### src/hdl/sspc_pkg.sv
// shared types and constants of the sorted source packet counter
package sspc_pkg;

	localparam int TABLE_DEPTH_DEF = 256;

	localparam int ADDR_W  = 32;
	localparam int IFACE_W = 8;
	localparam int COUNT_W = 32;
	localparam int INDEX_W = 8;
	localparam int OCC_W   = 9;

	typedef enum logic [1:0] {
		KIND_APPEND = 2'd0,
		KIND_COUNT  = 2'd1,
		KIND_READ   = 2'd2
	} kind_t;

	typedef enum logic [2:0] {
		STAT_COUNTED   = 3'd0,
		STAT_INSERTED  = 3'd1,
		STAT_APPENDED  = 3'd2,
		STAT_FULL      = 3'd3,
		STAT_READ_OK   = 3'd4,
		STAT_BAD_INDEX = 3'd5
	} status_t;

	typedef enum logic [1:0] {
		FSM_IDLE,
		FSM_CMP,
		FSM_EXEC
	} fsm_t;

	typedef enum logic [1:0] {
		OP_HOLD,
		OP_INC,
		OP_LOAD,
		OP_SHIFT
	} cell_op_t;

	typedef struct packed {
		logic [ADDR_W-1:0]  addr;
		logic [IFACE_W-1:0] iface;
		logic [COUNT_W-1:0] count;
	} entry_t;

	typedef struct packed {
		logic hit;   // valid entry with same address and interface
		logic gt;    // valid entry with a greater address
		logic tail;  // first free position
		logic rsel;  // valid entry at the requested read index
	} cell_flags_t;

	function automatic logic [COUNT_W-1:0] sat_inc(input logic [COUNT_W-1:0] c);
		sat_inc = (c == {COUNT_W{1'b1}}) ? c : c + COUNT_W'(1);
	endfunction

endpackage

### src/hdl/sspc_prefix_or.sv
// parallel prefix or over a row of cell flags
module sspc_prefix_or #(
	parameter int WIDTH = sspc_pkg::TABLE_DEPTH_DEF
) (
	input  logic [WIDTH-1:0] d,
	output logic [WIDTH-1:0] p
);
	import sspc_pkg::*;

	localparam int LEVELS = $clog2(WIDTH);

	logic [WIDTH-1:0] lvl [LEVELS+1];

	assign lvl[0] = d;

	for (genvar k = 0; k < LEVELS; k++) begin : g_lvl
		for (genvar i = 0; i < WIDTH; i++) begin : g_bit
			if (i >= (1 << k)) begin : g_or
				assign lvl[k+1][i] = lvl[k][i] | lvl[k][i-(1<<k)];
			end else begin : g_pass
				assign lvl[k+1][i] = lvl[k][i];
			end
		end
	end

	assign p = lvl[LEVELS];

endmodule

### config.mk
export PLATFORM = sky130hd
export DESIGN_NAME = sspc_prefix_or
export DESIGN_NICKNAME = d
export VERILOG_FILES = /design/src/hdl/sspc_pkg.sv /design/src/hdl/sspc_prefix_or.sv
export SDC_FILE = /design/constraint.sdc
export NUM_CORES = 1
export LEC_CHECK = 0
export BUFFER_PORTS_ARGS = -buffer_cell sky130_fd_sc_hd__buf_2
export CORE_AREA = 2 2 198 200
export DETAILED_ROUTE_END_ITERATION = 12
export DIE_AREA = 0 0 200 202
export PLACE_DENSITY = 0.41
export SETUP_SLACK_MARGIN = 0.05
export SYNTH_ARGS = -nofsm -noshare
export SYNTH_HDL_FRONTEND = slang
export SYNTH_SLANG_ARGS = --single-unit
### constraint.sdc
create_clock -name vclk -period 3.6
set_input_delay 0.54 -clock vclk [all_inputs]
set_output_delay 0.54 -clock vclk [all_outputs]
set_load 0.005 [all_outputs]
# After elaboration in Yosys (flattened, before gate mapping)
# Cells that the tools add are included.
# op_classes
n_addsub	0
multipliers	0
div_mod_pow	0
magnitude_cmp	0
eq_ne	0
n_shift	0
n_mux	0
bitwise_logic	1793
n_reduce_logical	0
# op_table
cell	count
1-bit OR	1793
# word_totals
register_bits	0
latchBits	0
ramBits	0
romBits	0
input_bits	256
out_inout_bits	256
elab_cells	1793
memories	0

# Logic depth before layout (Yosys ltp)
# depth
depth_word	8
depth_mapped	9
ltp_nobuf	8

# Worst setup path before layout
# Ideal clock, no wire load.
# synth_timing
path_type	in2out
startpoint	input port d[12]
endpoint	output port p[244]
arrival_ps	2796
required_time_ps	3060
setup_slack_ps	264
stages	8
path_cell_list	nor4_1 > nand3_1 > nor4_4 > nand2_2 > nor3_4 > inv_2 > or4_4 > or3_1
# synth_via
elab_chain_len	8
# synth_lines
item	line_no	rtl
start: declaration	sspc_prefix_or.sv:5	input logic [WIDTH-1:0] d,
1-bit OR (8 in a row)	sspc_prefix_or.sv:19	assign lvl[k+1][i] = lvl[k][i] | lvl[k][i-(1<<k)];
end: declaration	sspc_prefix_or.sv:6	output logic [WIDTH-1:0] p
# Every way passes these cells.

# Final worst setup path
# layout_timing
startpoint	input port d[51]
endpoint	output port p[247]
# Same word-level chain as after synthesis.

==> metrics.txt <==
result of the run=complete, no violations; CP Data Required Time=3.06 ns; area added between synthesis and finish=121%; post-synthesis cell count=a little under 900; Layout Nets=1914; clock buffer count in the final layout=0; total congestion overflow after global routing=0; category of the worst setup path capture point=primary output; Hold Fails Final Rpt=0; worst hold margin=1.35 ns; number of setup violations in the final report=0; placement-stage cell area=0.00979 mm²; number of violations reported at the end of detailed-routing iteration 0=593; die width=200 µm; P_leak=0.00385 µW; number of non-filler instances in the completed layout=2185; pwr dens=51.1 mW/mm²; Crit path arrival time=3.00 ns; pin count of the biggest net entering global routing=13; Mapped Nets=1136; DP Cell Count=2157; height of the die=just over 200 µm; Slew Viols, Final=0; number of design rule violations left after detail routing=0; number of warnings printed during yosys synthesis=0; time the worst path needs with I/O delays and setup=3.54 ns; routed wire length=between 50000 and 60000 µm; hold path startpoint=d[42]; number of global-route vias before repair=~11k; worst-case hold path end point=p[42]; Distinct cells, synth=37; max cap viols=0; Crit Path Max Fanout=6; final worst-path cycle share=0.984; via density per instance=4.89; hold_buf cts=0; Worst VDD drop=between 0.03 and 0.04 mV; share of cells above drive strength 1=0.533; critical path class=in -> out; antenna violations before repair=28; syn_area_per_cell=5.33 µm²; routed via count=10.7k; first element of the critical path=d[51]; slew at the pin closest to its max-slew limit=0.641 ns; Synth area leader=nor4_1; setup repair after global routing missed its margin=true; filler instances=4565; share of synthesized area occupied by flip-flops and latches=0; first drt pass iteration count=5; Cells on Worst Hold Path=3; sequential cell area=0 µm²; min-delay worst type=in -> out; number of port buffers=512; DR WL/cell=~25 µm; die area=around 0.040 mm²; area share of the leading cell type in the synthesized netlist=0.137; row count=72; global-route usage over all layers=0.259; area of the core region=0.0383 mm²; routability congestion estimate=0.976; cell area after synthesis=0.00469 mm²; IO Pins=512; Area contributors post-synth=nor4_1 14%, nor2_1 12%, nand2_1 11%; ANT nets after route=0; multi-input combinational cell area=0.00485 mm²; detailed placer's ending HPWL=~50000 µm; effective utilization at floorplan=0.122; startpoint type of the worst setup path=input pin; design area=0.0104 mm²; top achievable clock speed=282 MHz; global-route wire length before repair=between 70000 and 80000 µm; seq_cells=0; remaining max-slew budget at the tightest pin=0.569
## layout by cell type (no fill, tap or decap), types with 3 or more instances in the layout
master / n
buf_2: 509
or4_1: 15
nand3b_1: 8
nor4_4: 13
diode_2: 11
inv_1: 36
and3_1: 14
or2_2: 18
nand3_2: 6
nor2b_1: 3
nand2_2: 3
and2_1: 6
or3_4: 3
nor3_2: 9
nor4_2: 19
nand4b_1: 13
buf_6: 17
nand3_1: 92
nand2b_1: 8
nand4_1: 72
buf_4: 257
nor4_1: 84
nor3_1: 85
or3_1: 27
and4_1: 10
or4_4: 4
nor2_1: 154
nand2_1: 138
inv_2: 5
## final cells by class
cell class	instances	share of cell area
multi-input combinational	830	0.467
timing repair buffer	785	0.453
tap	518	0.0624
inverter	41	0.0148
antenna	11	0.00265
## kinds of logic (layout without fill, tap and decap cells)
logic type,count (synthesis),after routing,share of synthesized area
buffers and inverters,50,826,0.0411
other,0,11,0
AND/OR/NAND/NOR,830,830,0.959
## cells in the mapped netlist (2+ instances only)
cell,number
and3_1,14
nor4_2,9
nor4b_1,2
and4_1,13
nor2_1,156
nand4_2,2
nor4_1,103
nor4_4,4
or3b_2,2
nor3b_1,3
nor2b_1,3
inv_1,37
clkbuf_1,7
or4_1,18
inv_2,4
nor4bb_1,2
nor3_1,92
nand3b_1,8
nand4_1,72
nand3_1,98
and2_1,7
nor3_2,3
nand2_2,2
nand2b_1,8
or3_1,30
nand2_1,141
nand4b_1,13
or2_2,18
## layer usage
metal	part of all wire	wire length, µm	GRT usage
met1	0.37	20300	0.282
met2	0.51	28500	0.492
met3	0.079	4410	0.0527
met4	0.043	2380	0.0817
met5	0.0016	88	0
## power by group
| part | leakage (µW) | switching [µW] | internal (µW) |
|---|---|---|---|
| Sequential | 0 | 0 | 0 |
| Clock | 0.0000000697 | 0 | 0.000410 |
| Combinational | 0.00385 | 304 | 226 |
## worst max path at each step
stage	end	cells after the start
detailed placement	p[244]	10
finish	p[247]	14
global placement	p[125]	11
CTS	p[125]	10
floorplan	p[244]	8
global route	p[247]	14
## critical path, stage by stage
cell      delay, ns
buf_2          0.13
nor4_4         0.34
buf_6          0.17
nand4_1        0.19
buf_4          0.23
nor4_4         0.25
buf_6          0.18
nand4_1        0.10
buf_6          0.15
nor3b_4        0.19
buf_6          0.16
buf_8          0.15
nand3b_1       0.08
buf_2          0.13
## repair_timing
item	CTS	global route
setup endpoints to repair	58	74
pin swaps	11	13
setup buffers	4	10
cloned	1	2
gates resized for setup	27	66
## metrics by stage
stage	power (µW)	util	setup TNS (ns)	worst slack, ns
finish	530	0.271	0	0.0573
floorplan	101	-	0	0.264
CTS	510	0.261	0	0.0384
detailed placement	501	0.256	-1.86	-0.205
global placement	506	0.256	-4.84	-0.352
global route	564	0.271	-0.359	-0.0551
Note: power is estimated with default switching activity, not from simulation.
