==> src/hdl/sspc_pkg.sv <==
// shared types and constants of the sorted source packet counter
package sspc_pkg;

	localparam int TABLE_DEPTH_DEF = 256;

	localparam int ADDR_W  = 32;
	localparam int IFACE_W = 8;
	localparam int COUNT_W = 32;
	localparam int INDEX_W = 8;
	localparam int OCC_W   = 9;

	typedef enum logic [1:0] {
		KIND_APPEND = 2'd0,
		KIND_COUNT  = 2'd1,
		KIND_READ   = 2'd2
	} kind_t;

	typedef enum logic [2:0] {
		STAT_COUNTED   = 3'd0,
		STAT_INSERTED  = 3'd1,
		STAT_APPENDED  = 3'd2,
		STAT_FULL      = 3'd3,
		STAT_READ_OK   = 3'd4,
		STAT_BAD_INDEX = 3'd5
	} status_t;

	typedef enum logic [1:0] {
		FSM_IDLE,
		FSM_CMP,
		FSM_EXEC
	} fsm_t;

	typedef enum logic [1:0] {
		OP_HOLD,
		OP_INC,
		OP_LOAD,
		OP_SHIFT
	} cell_op_t;

	typedef struct packed {
		logic [ADDR_W-1:0]  addr;
		logic [IFACE_W-1:0] iface;
		logic [COUNT_W-1:0] count;
	} entry_t;

	typedef struct packed {
		logic hit;   // valid entry with same address and interface
		logic gt;    // valid entry with a greater address
		logic tail;  // first free position
		logic rsel;  // valid entry at the requested read index
	} cell_flags_t;

	function automatic logic [COUNT_W-1:0] sat_inc(input logic [COUNT_W-1:0] c);
		sat_inc = (c == {COUNT_W{1'b1}}) ? c : c + COUNT_W'(1);
	endfunction

endpackage

==> src/hdl/sspc_cell.sv <==
// one table position: stored entry, compare flags and shift from the left neighbour
module sspc_cell #(
	parameter int TABLE_DEPTH = sspc_pkg::TABLE_DEPTH_DEF,
	parameter int CELL_IDX    = 0
) (
	input  logic                                 clk,
	input  logic                                 cmp_en,
	input  sspc_pkg::entry_t                     probe,
	input  logic [sspc_pkg::INDEX_W-1:0]         read_index,
	input  logic [$clog2(TABLE_DEPTH+1)-1:0]     used,
	input  sspc_pkg::cell_op_t                   op,
	input  sspc_pkg::entry_t                     new_entry,
	input  sspc_pkg::entry_t                     prev_entry,
	output sspc_pkg::entry_t                     entry,
	output sspc_pkg::cell_flags_t                flags
);
	import sspc_pkg::*;

	entry_t      entry_q;
	cell_flags_t flags_q;
	logic        valid;

	assign valid = 32'(CELL_IDX) < 32'(used);

	// compare against the broadcast beat
	always_ff @(posedge clk) begin
		if (cmp_en) begin
			flags_q.hit  <= valid && entry_q.addr == probe.addr
				&& entry_q.iface == probe.iface;
			flags_q.gt   <= valid && entry_q.addr > probe.addr;
			flags_q.tail <= 32'(CELL_IDX) == 32'(used);
			flags_q.rsel <= valid && 32'(CELL_IDX) == 32'(read_index);
		end
	end

	always_ff @(posedge clk) begin
		case (op)
			OP_INC:   entry_q.count <= sat_inc(entry_q.count);
			OP_LOAD:  entry_q       <= new_entry;
			OP_SHIFT: entry_q       <= prev_entry;
			default:  entry_q       <= entry_q;
		endcase
	end

	assign entry = entry_q;
	assign flags = flags_q;

endmodule

==> config.mk <==
export PLATFORM = sky130hd
export DESIGN_NAME = sspc_cell
export DESIGN_NICKNAME = d
export VERILOG_FILES = /design/src/hdl/sspc_pkg.sv /design/src/hdl/sspc_cell.sv
export SDC_FILE = /design/constraint.sdc
export NUM_CORES = 1
export LEC_CHECK = 0
export ABC_AREA = 1
export ABC_CLOCK_PERIOD_IN_PS = 3150
export BUFFER_PORTS_ARGS = -buffer_cell sky130_fd_sc_hd__buf_4
export CAP_MARGIN = 5
export CORE_AREA = 5 5 124 138
export CTS_BUF_LIST = sky130_fd_sc_hd__clkbuf_8
export CTS_CLUSTER_SIZE = 28
export DETAILED_ROUTE_END_ITERATION = 12
export DIE_AREA = 0 0 129 143
export PLACE_DENSITY = 0.66
export SYNTH_ARGS = -nofsm -noshare
export SYNTH_HDL_FRONTEND = slang
export SYNTH_SLANG_ARGS = --single-unit
==> constraint.sdc <==
create_clock -name clk -period 3.15 [get_ports clk]
set_input_delay 0.63 -clock clk [delete_from_list [all_inputs] [get_ports clk]]
set_output_delay 0.63 -clock clk [all_outputs]
set_load 0.01 [all_outputs]
* Word level (Yosys, flattened, before mapping) *
Index checks and enable logic that the tools add are counted.

storage, ports and cells
  bits in registers = 76
  bits of input ports = 237
  output and inout port bits = 76
  word-level logic and storage cells = 29

cells by class
  add/subtract/negate cells = 1
  order comparisons = 2
  equal/unequal tests = 7
  multiplexer cells = 3
  reductions and logical operators = 9

operators with widths
  operator               number
  $pmux 32 s3            1
  $pmux 40 s2            1
  $add 32x1->32 const B  1
  $eq 32x32->1           1
  $eq 32x32->1 const B   1
  $gt 32x32->1           1
  $mux 32                1
  $logic_not 9->1        1
  $lt 1x9->1 const A     1
  $eq 8x8->1             1
  $logic_not 8->1        1
  $eq 2x2->1 const B     2
  $logic_and 1x1->1      4
  $reduce_bool 3->1      1
  $eq 2x1->1 const B     1
  $ne 2x2->1 const B     1
  $reduce_and 2->1       1
  $reduce_bool 2->1      1

* Depth between registers and ports, before layout *
Gate-level depths: netlist of the first run.

  depth in word-level cells = 3
  gate-level depth with buffers = 13
  gate-level depth less buffers = 13

* Worst setup path before layout of the first run *
OpenSTA, ideal clock, no wires.

  path type = input-to-reg
  from = in op[1]
  to = reg entry_q (netlist bit entry[32]) (enable)
  library setup time = 0.411 ns
  data arrival time = 1.918 ns
  data required time = 2.739 ns
  path slack = 0.821 ns
  stages on the path = 2
  buffers on the path = 2
  path through = buf_2 clkbuf_1

between the ends
  word-level cells in the longest chain between the ends = 2
  elaborated cells on any way between the ends = 3
  classes of those cells = eq/ne: 2; reduce/logical: 1

RTL lines
  element                          line             source
  start, declared                  sspc_cell.sv:11  input sspc_pkg::cell_op_t op,
  $eq 2x2->1                       sspc_cell.sv:37  case (op)
  $reduce_bool 2->1 (no line) (*)  -
  end signal, assigned             sspc_cell.sv:39  OP_LOAD: entry_q <= new_entry;
  end signal, assigned             sspc_cell.sv:40  OP_SHIFT: entry_q <= prev_entry;
  end signal, assigned             sspc_cell.sv:41  default: entry_q <= entry_q;
  end, declared                    sspc_cell.sv:19  entry_t entry_q;

Every way passes the cells marked *; elsewhere a longest branch is shown, timed or not.
A chain may end at the register's enable or synchronous reset.

* Worst setup path after layout of the first run *
  from = reg entry_q (netlist bit entry[0])
  to = reg entry_q (netlist bit entry[9]) (enable)

between the ends
  word-level cells in the longest chain between the ends = 3

RTL lines
  element                     line            source
  $eq 32x32->1                sspc_pkg.sv:54  sat_inc = (c == {COUNT_W{1'b1}}) ? c : c + COUNT_W'(1);
  $ne 2x2->1 (no line)        -
  $reduce_and 2->1 (no line)  -

Every way passes these cells.

==> run summary, run 1 <==
status: complete, no violations
Routed Antenna Nets: 0
CP startpoint kind: flip-flop
Worst Tran Pin Value: 0.7878 ns
share of the synthesized area in the top cell type: 42.85%
total CTS buffers: 9
vias: 5262
clk_lat worst skew: 0.36 ns
wire length on met3: 1793 um
Area Overhead vs Synth: 47.99%
initial antenna violation count: 0
Max-Cap Viols: 0
core footprint: 0.01549 mm^2
CP arrival: 2.69 ns
WS Path Type: reg2reg
# DRC: 0
setup TNS: 0 ns
Hold Buf Count CTS: 0
metal2 WL: 9391 um
highest-count cells in the layout ignoring fill and taps: buf_4 (285), nand2_1 (174), edfxtp_1 (76)
Synth area leader: edfxtp_1
Die X-Extent: 129 um
vias per cell: 4.762
total global routing track utilization: 18.54%
CTS tree: built
mapped cell area: 0.005326 mm^2
Clock Skew: 0.009949 ns
Hold Vio Cnt, Final: 0
antenna cell count: 0
Final nets: 1170
crit end category: flip-flop
commonest non-fill, non-tap cell in the layout: buf_4
Starting Density: 34.37%
post-DR wirelength/cell: 16.23 um
Mapped Cells: 623
Final Cycle Share: 81.68%
FILL cells: 1513
relative slew slack: 47.42%
top cells by area, synth: edfxtp_1 (43%), nand2_1 (12%), mux2_2 (8.5%)
total gr overflow: 0
worst min path class: in2reg
Die Height: 143 um
Yosys cell types: 33
Leak Pwr: 3.785 nW
CTS H-tree depth: 3
largest net degree at the start of global routing: 41
number of synthesized register bits: 76
number of synthesized flops with an enable pin: 76
RSZ-0062 raised after global routing: false
clk buf depth: 2
DRT iter0 DRCs: 249
IO Count: 313
synth warn: 0
final instance area: 0.007883 mm^2
ys flop type: edfxtp_1
pins over their slew limit: 0
async set or reset register ratio after synthesis: 0%
post_cts resized: 0
WP data required: 3.27 ns
Syn Area/Cell: 8.550 um^2
maximum vdd drop: 0.0001832 V
Detailed Route WL: 17930 um
CTS root buf: clkbuf_8
Port Buffers: 280
router iterations before antenna repair: 5
first-pass GRT wire length: 26230 um
# setup viols final: 0
Row Count: 48
M1 WL: 6370 um
number of global-route vias before repair: 5213
post-DP HPWL: 14740 um
die footprint: 0.01845 mm^2
post-CTS setup buffers: 0
Placement Cell Area: 0.007642 mm^2
Critical Path Fanout Max: 18
GPL Wtd Cong: 0.8737
minimum clock period: 2.573 ns
clk slew on worst S/H paths: 0.09 ns
layout cells sized above 1: 39.56%
# clock sinks: 76
max layer used: met4
pwr dens: 391.9 mW/mm^2
net count after synthesis: 893
fmax: 388.7 MHz
share of the yosys chip area belonging to registers: 42.85%
[worst paths after layout]
path	from	endpoint	slack [ns]	cells past startpoint
min	cmp_en	flags[2]	0.50	1
max reg2reg	entry[0]	entry[9]	0.58	9
min reg2reg	entry[11]	entry[11]	0.70	2
max	entry[0]	entry[9]	0.58	9
[synth_stat cells (3+ instances only)]
cell	count
o21ai_0	8
inv_1	67
clkbuf_1	9
nor4_1	4
nor3_1	12
ha_1	33
nand3b_1	8
nand4_1	8
o211ai_1	3
buf_1	4
o21bai_1	3
nor2_1	39
nand2_1	175
nor2_2	5
xnor2_1	3
buf_2	6
nand3_1	70
xor2_1	13
mux2_2	40
a21oi_1	20
edfxtp_1	76
[stage by stage]
stage / util (%) / worst slack (ns) / hold WS [ns] / std cells / power, mW
6_report: 50.87 / 0.5771 / 0.4990 / 1105 / 3.089
5_1_grt: 50.87 / 0.4042 / 0.4823 / 1105 / 3.256
4_1_cts: 50.87 / 0.5690 / 0.4760 / 1105 / 3.132
3_5_place_dp: 49.32 / 0.5970 / 0.6886 / 1089 / 2.202
3_3_place_gp: 49.32 / 0.6567 / 0.6920 / 1089 / 2.188
2_1_floorplan: - / 0.8206 / 0.6845 / 623 / 1.725
[sequential cells by signal, summed over array words and instances (netlist names)]
register / flops
flags: 4
entry: 72
[critical path, stage by stage (launching register included)]
cell and delay [ns]:
edfxtp_1 0.44, ha_1 0.23, nand3_2 0.14, nor2_4 0.19, nand3_1 0.15, nor2_2 0.18
nand4_1 0.12, a21oi_1 0.14, inv_1 0.35, buf_4 0.36
[cell families (layout without fill, tap and decap cells)]
family	count (synthesis)	count (layout)	share of synthesized area, %
and+or+nand+nor	332	332	28.00
buffers and inverters	89	371	6.413
DFF	76	76	42.85
muxes	40	40	8.457
AOI/OAI and AO/OA	37	37	3.899
adders and majority gates	33	33	7.752
xor gates and xnor gates	16	16	2.631
[cell type report]
| cell class | count | area [um^2] | share of cell area [%] |
|---|---|---|---|
| multi-input cells | 458 | 2708 | 34.35 |
| well taps | 200 | 250.2 | 3.175 |
| flip-flops and latches | 76 | 2282 | 28.95 |
| clock buffers | 9 | 123.9 | 1.571 |
| repair buffers | 285 | 2140 | 27.14 |
| clock inverters | 7 | 116.4 | 1.476 |
| inverters | 70 | 262.8 | 3.333 |
[power breakdown]
part	total [mW]	switching [mW]	internal, mW
clock	0.923	0.398	0.525
combinational	0.820	0.378	0.442
sequential	1.35	0.103	1.24
[layer usage]
metal  up-vias  global-route usage (%)
met5         -                       0
met4         0                   6.523
met3        27                   5.499
met2       221                   35.45
met1      2353                   18.91
li1       2661                       -
(Power assumes the default switching activity.)
==> run 2, diff against run 1 <==
Settings changed: ABC_AREA 1 to 0, ABC_CLOCK_PERIOD_IN_PS 3150 to 2400, CORE_AREA 5 5 124 138 to 5 5 122 135, DIE_AREA 0 0 129 143 to 0 0 127 140.
Clock period 3.15 ns to 2.4 ns, I/O delays scaled along.
==> run 2 against run 1 <==
- clock skew about the same
- non-clock buffer count grew 7
- clock power is 11% lower
- critical path type unchanged
- largest cell class unchanged
==> run summary, run 2 <==
Leak Pwr: 3.520 nW
# DRC: 0
first-pass GRT wire length: 25910 um
r2r endpoint: flags[3]
Worst Hold Depth: 1
post-CTS setup buffers: 0
Syn Area/Cell: 11.66 um^2
# setup viols final: 0
reg2reg start: entry[70]
pre-CTS setup slack: -0.08032 ns
crit end category: flip-flop
Largest register FFs: 72
Die Height: 140 um
WS Path Type: reg2reg
Synth top cells by count: edfxtp_1 (76), mux2i_1 (49), mux2_2 (44)
hold endpoint: flags[2]
die footprint: 0.01778 mm^2
Die X-Extent: 127 um
router iterations before antenna repair: 4
share of the synthesized area in the top cell type: 44.78%
pwr dens: 481.8 mW/mm^2
largest net degree at the start of global routing: 42
layout cells sized above 1: 49.52%
Final Cycle Share: 91.49%
status: complete, no violations
Critical Path Fanout Max: 4
Area Overhead vs Synth: 49.59%
Row Count: 47
post-DP HPWL: 13790 um
M1 WL: 6193 um
final core occ: 51.04%
minimum clock period: 2.196 ns
post-DR wirelength/cell: 17.97 um
wire length on met3: 1679 um
synth warn: 0
worst min path class: in2reg
net count after synthesis: 707
Detailed Route WL: 16590 um
pins over their slew limit: 0
vias per cell: 4.928
CP startpoint kind: flip-flop
clk slew on worst S/H paths: 0.08 ns
fmax: 455.4 MHz
async set or reset register ratio after synthesis: 0%
total global routing track utilization: 18.54%
Starting Density: 34.12%
R2R depth: 6
CTS root buf: clkbuf_8
Hold Vio Cnt, Final: 0
Port Buffers: 280
setup ws final: 0.2041 ns
initial antenna violation count: 0
total CTS buffers: 9
number of synthesized register bits: 76
Max-Cap Viols: 0
IO Count: 313
share of the yosys chip area belonging to registers: 44.78%
Mapped Cells: 437
RSZ-0062 raised after global routing: false
Worst Tran Pin Value: 0.6967 ns
metal2 WL: 8353 um
core footprint: 0.01494 mm^2
Final nets: 992
Yosys cell types: 41
Clock Skew: 0.009823 ns
max layer used: met4
ys flop type: edfxtp_1
Routed Antenna Nets: 0
highest-count cells in the layout ignoring fill and taps: buf_4 (290), edfxtp_1 (76), mux2i_1 (49)
most common cell in the netlist: edfxtp_1
Synth area leader: edfxtp_1
DRT iter0 DRCs: 215
Hold Startpoint: cmp_en
clk_lat worst skew: 0.36 ns
relative slew slack: 53.55%
r2r setup slk: 0.20 ns
Hold Buf Count CTS: 0
number of global-route vias before repair: 4989
commonest non-fill, non-tap cell in the layout: buf_4
GPL Wtd Cong: 0.8792
CTS H-tree depth: 3
worst hold margin: 0.3528 ns
total gr overflow: 0
# clock sinks: 76
maximum vdd drop: 0.0002205 V
mapped cell area: 0.005096 mm^2
WP data required: 2.57 ns
CTS tree: built
number of synthesized flops with an enable pin: 76
CP arrival: 2.37 ns
clk buf depth: 2
vias: 4549
top cells by area, synth: edfxtp_1 (45%), mux2_2 (9.7%), mux2i_1 (9.6%)
antenna cell count: 0
post_cts resized: 0
-- run 2: kinds of logic after synthesis --
group / after synthesis / synth area share [%]
AO/OA/AOI/OAI: 37 / 4.297
XOR/XNOR: 38 / 6.531
adder cells (fa/ha/maj): 33 / 8.102
buffers and inverters: 59 / 4.788
flip-flops: 76 / 44.78
multiplexers: 93 / 19.35
AND/OR/NAND/NOR: 101 / 12.15
-- run 2: routing by layer --
metal	up-vias	GRT usage [%]
li1	2178	-
met5	-	0
met1	2112	20.68
met2	236	32.61
met3	23	5.941
met4	0	7.397
-- run 2: worst max path at each step --
| stage | start | endpoint | slack [ns] | cells past startpoint |
|---|---|---|---|---|
| floorplan | op[1] | entry[32] | 0.02 | 2 |
| global placement | probe[70] | flags[3] | 0.008 | 8 |
| detailed placement | probe[70] | flags[3] | -0.08 | 8 |
| CTS | entry[70] | flags[3] | 0.1 | 6 |
| global route | entry[70] | flags[3] | 0.04 | 6 |
| finish | entry[70] | flags[3] | 0.20 | 6 |
-- run 2: worst max-delay path, stage by stage, from the launching register on --
cell      delay [ns]
edfxtp_1        0.40
ha_1            0.33
nand4_1         0.18
nor4_1          0.49
buf_4           0.20
nand3_1         0.11
nor4_1          0.30
-- run 2: area by class of cell --
| cell class | count | area, um^2 |
|---|---|---|
| fill | 1359 | 7313 |
| clock buffer | 9 | 123.9 |
| inverter | 41 | 153.9 |
| tap | 196 | 245.2 |
| sequential | 76 | 2282 |
| clock inverter | 7 | 27.53 |
| multi-input combinational | 302 | 2574 |
| timing repair buffer | 292 | 2217 |
-- run 2: power breakdown --
group / switching (mW) / internal [mW] / leakage [nW]
registers: 0.138 / 1.64 / 0.756
clock network: 0.469 / 0.352 / 0.0893
logic: 0.455 / 0.623 / 2.67
total: 1.06 / 2.61 / 3.52
-- run 2: metrics by stage --
stage	area [um^2]	TNS, ns	power [mW]	std cells
floorplan	5097	0	2.262	437
global placement	7472	0	2.863	907
detailed placement	7472	-0.08032	2.894	907
CTS	7624	0	3.728	923
global route	7624	0	3.892	923
finish	7624	0	3.673	923
==> run 3, diff against run 2 <==
Settings changed: CELL_PAD_IN_SITES_DETAIL_PLACEMENT from default to 0, CELL_PAD_IN_SITES_GLOBAL_PLACEMENT from default to 1, CORE_AREA 5 5 122 135 to 5 5 143 158, DIE_AREA 0 0 127 140 to 0 0 148 163, PLACE_DENSITY 0.66 to default, PLACE_DENSITY_LB_ADDON from default to 0.1.
==> run 3 against run 2 <==
- routed wire length rose by 3.1%
- critical path depth did not move
- die area rose by 36%
- critical path type unchanged
- largest power group unchanged
==> run summary, run 3 (synthesis results as in run 2) <==
status: complete, no violations
clk_lat worst skew: 0.36 ns
# clock sinks: 76
worst min path class: in2reg
worst hold margin: 0.3695 ns
CP startpoint kind: flip-flop
post-CTS setup buffers: 0
Die Height: 163 um
GPL Wtd Cong: 0.7246
FF+latch area: 0.002282 mm^2
CTS H-tree depth: 3
router iterations before antenna repair: 4
Leak Pwr: 3.543 nW
Row Count: 56
RSZ-0062 raised after global routing: false
initial antenna violation count: 0
largest net degree at the start of global routing: 67
FILL cells: 2105
CTS tree: built
total gr overflow: 0
post-DR wirelength/cell: 17.28 um
Area Overhead vs Synth: 52.17%
Clock Skew: 0.01631 ns
area of the multi-input gates: 0.002574 mm^2
first-pass GRT wire length: 25660 um
relative slew slack: 57.92%
Port Buffers: 280
pins over their slew limit: 0
Detailed Route WL: 17110 um
DRT iter0 DRCs: 152
Die X-Extent: 148 um
# DRC: 0
Routed Antenna Nets: 0
fmax: 459.5 MHz
# setup viols final: 0
Hold Startpoint: cmp_en
post-DP HPWL: 13860 um
post_cts resized: 0
die footprint: 0.02412 mm^2
CP arrival: 2.28 ns
highest-count cells in the layout ignoring fill and taps: buf_4 (294), edfxtp_1 (76), mux2i_1 (49)
pwr dens: 491.1 mW/mm^2
Max-Cap Viols: 0
maximum vdd drop: 0.0001895 V
Critical Path Fanout Max: 3
setup TNS: 0 ns
vias per cell: 4.439
antenna cell count: 0
clk slew on worst S/H paths: 0.09 ns
crit end category: flip-flop
core footprint: 0.02095 mm^2
vias: 4395
Worst Tran Pin Value: 0.6311 ns
Largest register FFs: 72
Final nets: 996
layout cells sized above 1: 50.21%
total CTS buffers: 9
IO Count: 313
commonest non-fill, non-tap cell in the layout: buf_4
Hold Vio Cnt, Final: 0
Setup crit start: entry[50]
total global routing track utilization: 13.65%
clk buf depth: 2
Final Cycle Share: 90.68%
minimum clock period: 2.176 ns
WS Path Type: reg2reg
WP data required: 2.50 ns
Starting Density: 24.33%
Hold Buf Count CTS: 0
reg2reg start: entry[50]
final core occ: 37.02%
CTS root buf: clkbuf_8
number of global-route vias before repair: 4572
run 3: cell types whose count changed in the layout (fill, tap and decap cells not counted), sizes merged:
cell    previous run  this run
buf              292       296
clkinv             4         2
bufinv             0         1
inv               44        43
run 3: final cells by class:
class / count / area share, %
multi-input combinational: 302 / 33.19
tap: 261 / 4.211
sequential: 76 / 29.43
clock buffer: 9 / 1.597
inverter: 41 / 1.985
timing repair buffer: 296 / 28.98
clock inverter: 5 / 0.6131
run 3: metal layers:
layer / vias up / routed length (um) / share of wire (%) / global-route usage, %
li1: 2187 / - / - / -
met1: 2033 / 6858 / 40 / 16.38
met2: 160 / 8467 / 49 / 23.03
met3: 15 / 1478 / 8.6 / 4.258
met4: 0 / 302 / 1.8 / 5.040
met5: - / 0 / 0 / 0
run 3: path summary, 6_finish.rpt:
| path | slack, ns | end | depth (start not counted) |
|---|---|---|---|
| min reg2reg | 0.68 | entry[0] | 1 |
| max reg2reg | 0.22 | flags[2] | 6 |
| min | 0.37 | flags[2] | 1 |
| max | 0.22 | flags[2] | 6 |
run 3: report_power, final:
group / switching (mW) / internal, mW
combinational: 0.459 / 0.630
clock: 0.499 / 0.459
sequential: 0.127 / 1.63
run 3: critical path, stage by stage (launching register included):
cell	delay, ns
edfxtp_1	0.42
ha_1	0.33
a41oi_1	0.20
o21ai_0	0.13
a221o_1	0.38
o31ai_1	0.34
a21oi_1	0.12
run 3: metrics by stage:
step	instances	area, um^2	setup slack [ns]	power, mW
after floorplan	437	5097	0.02392	2.262
after global placement	976	7584	0.01067	2.887
after detailed placement	976	7584	-0.01910	2.901
after CTS	990	7755	0.1370	3.895
after global routing	990	7755	0.03665	4.045
final	990	7755	0.2237	3.808
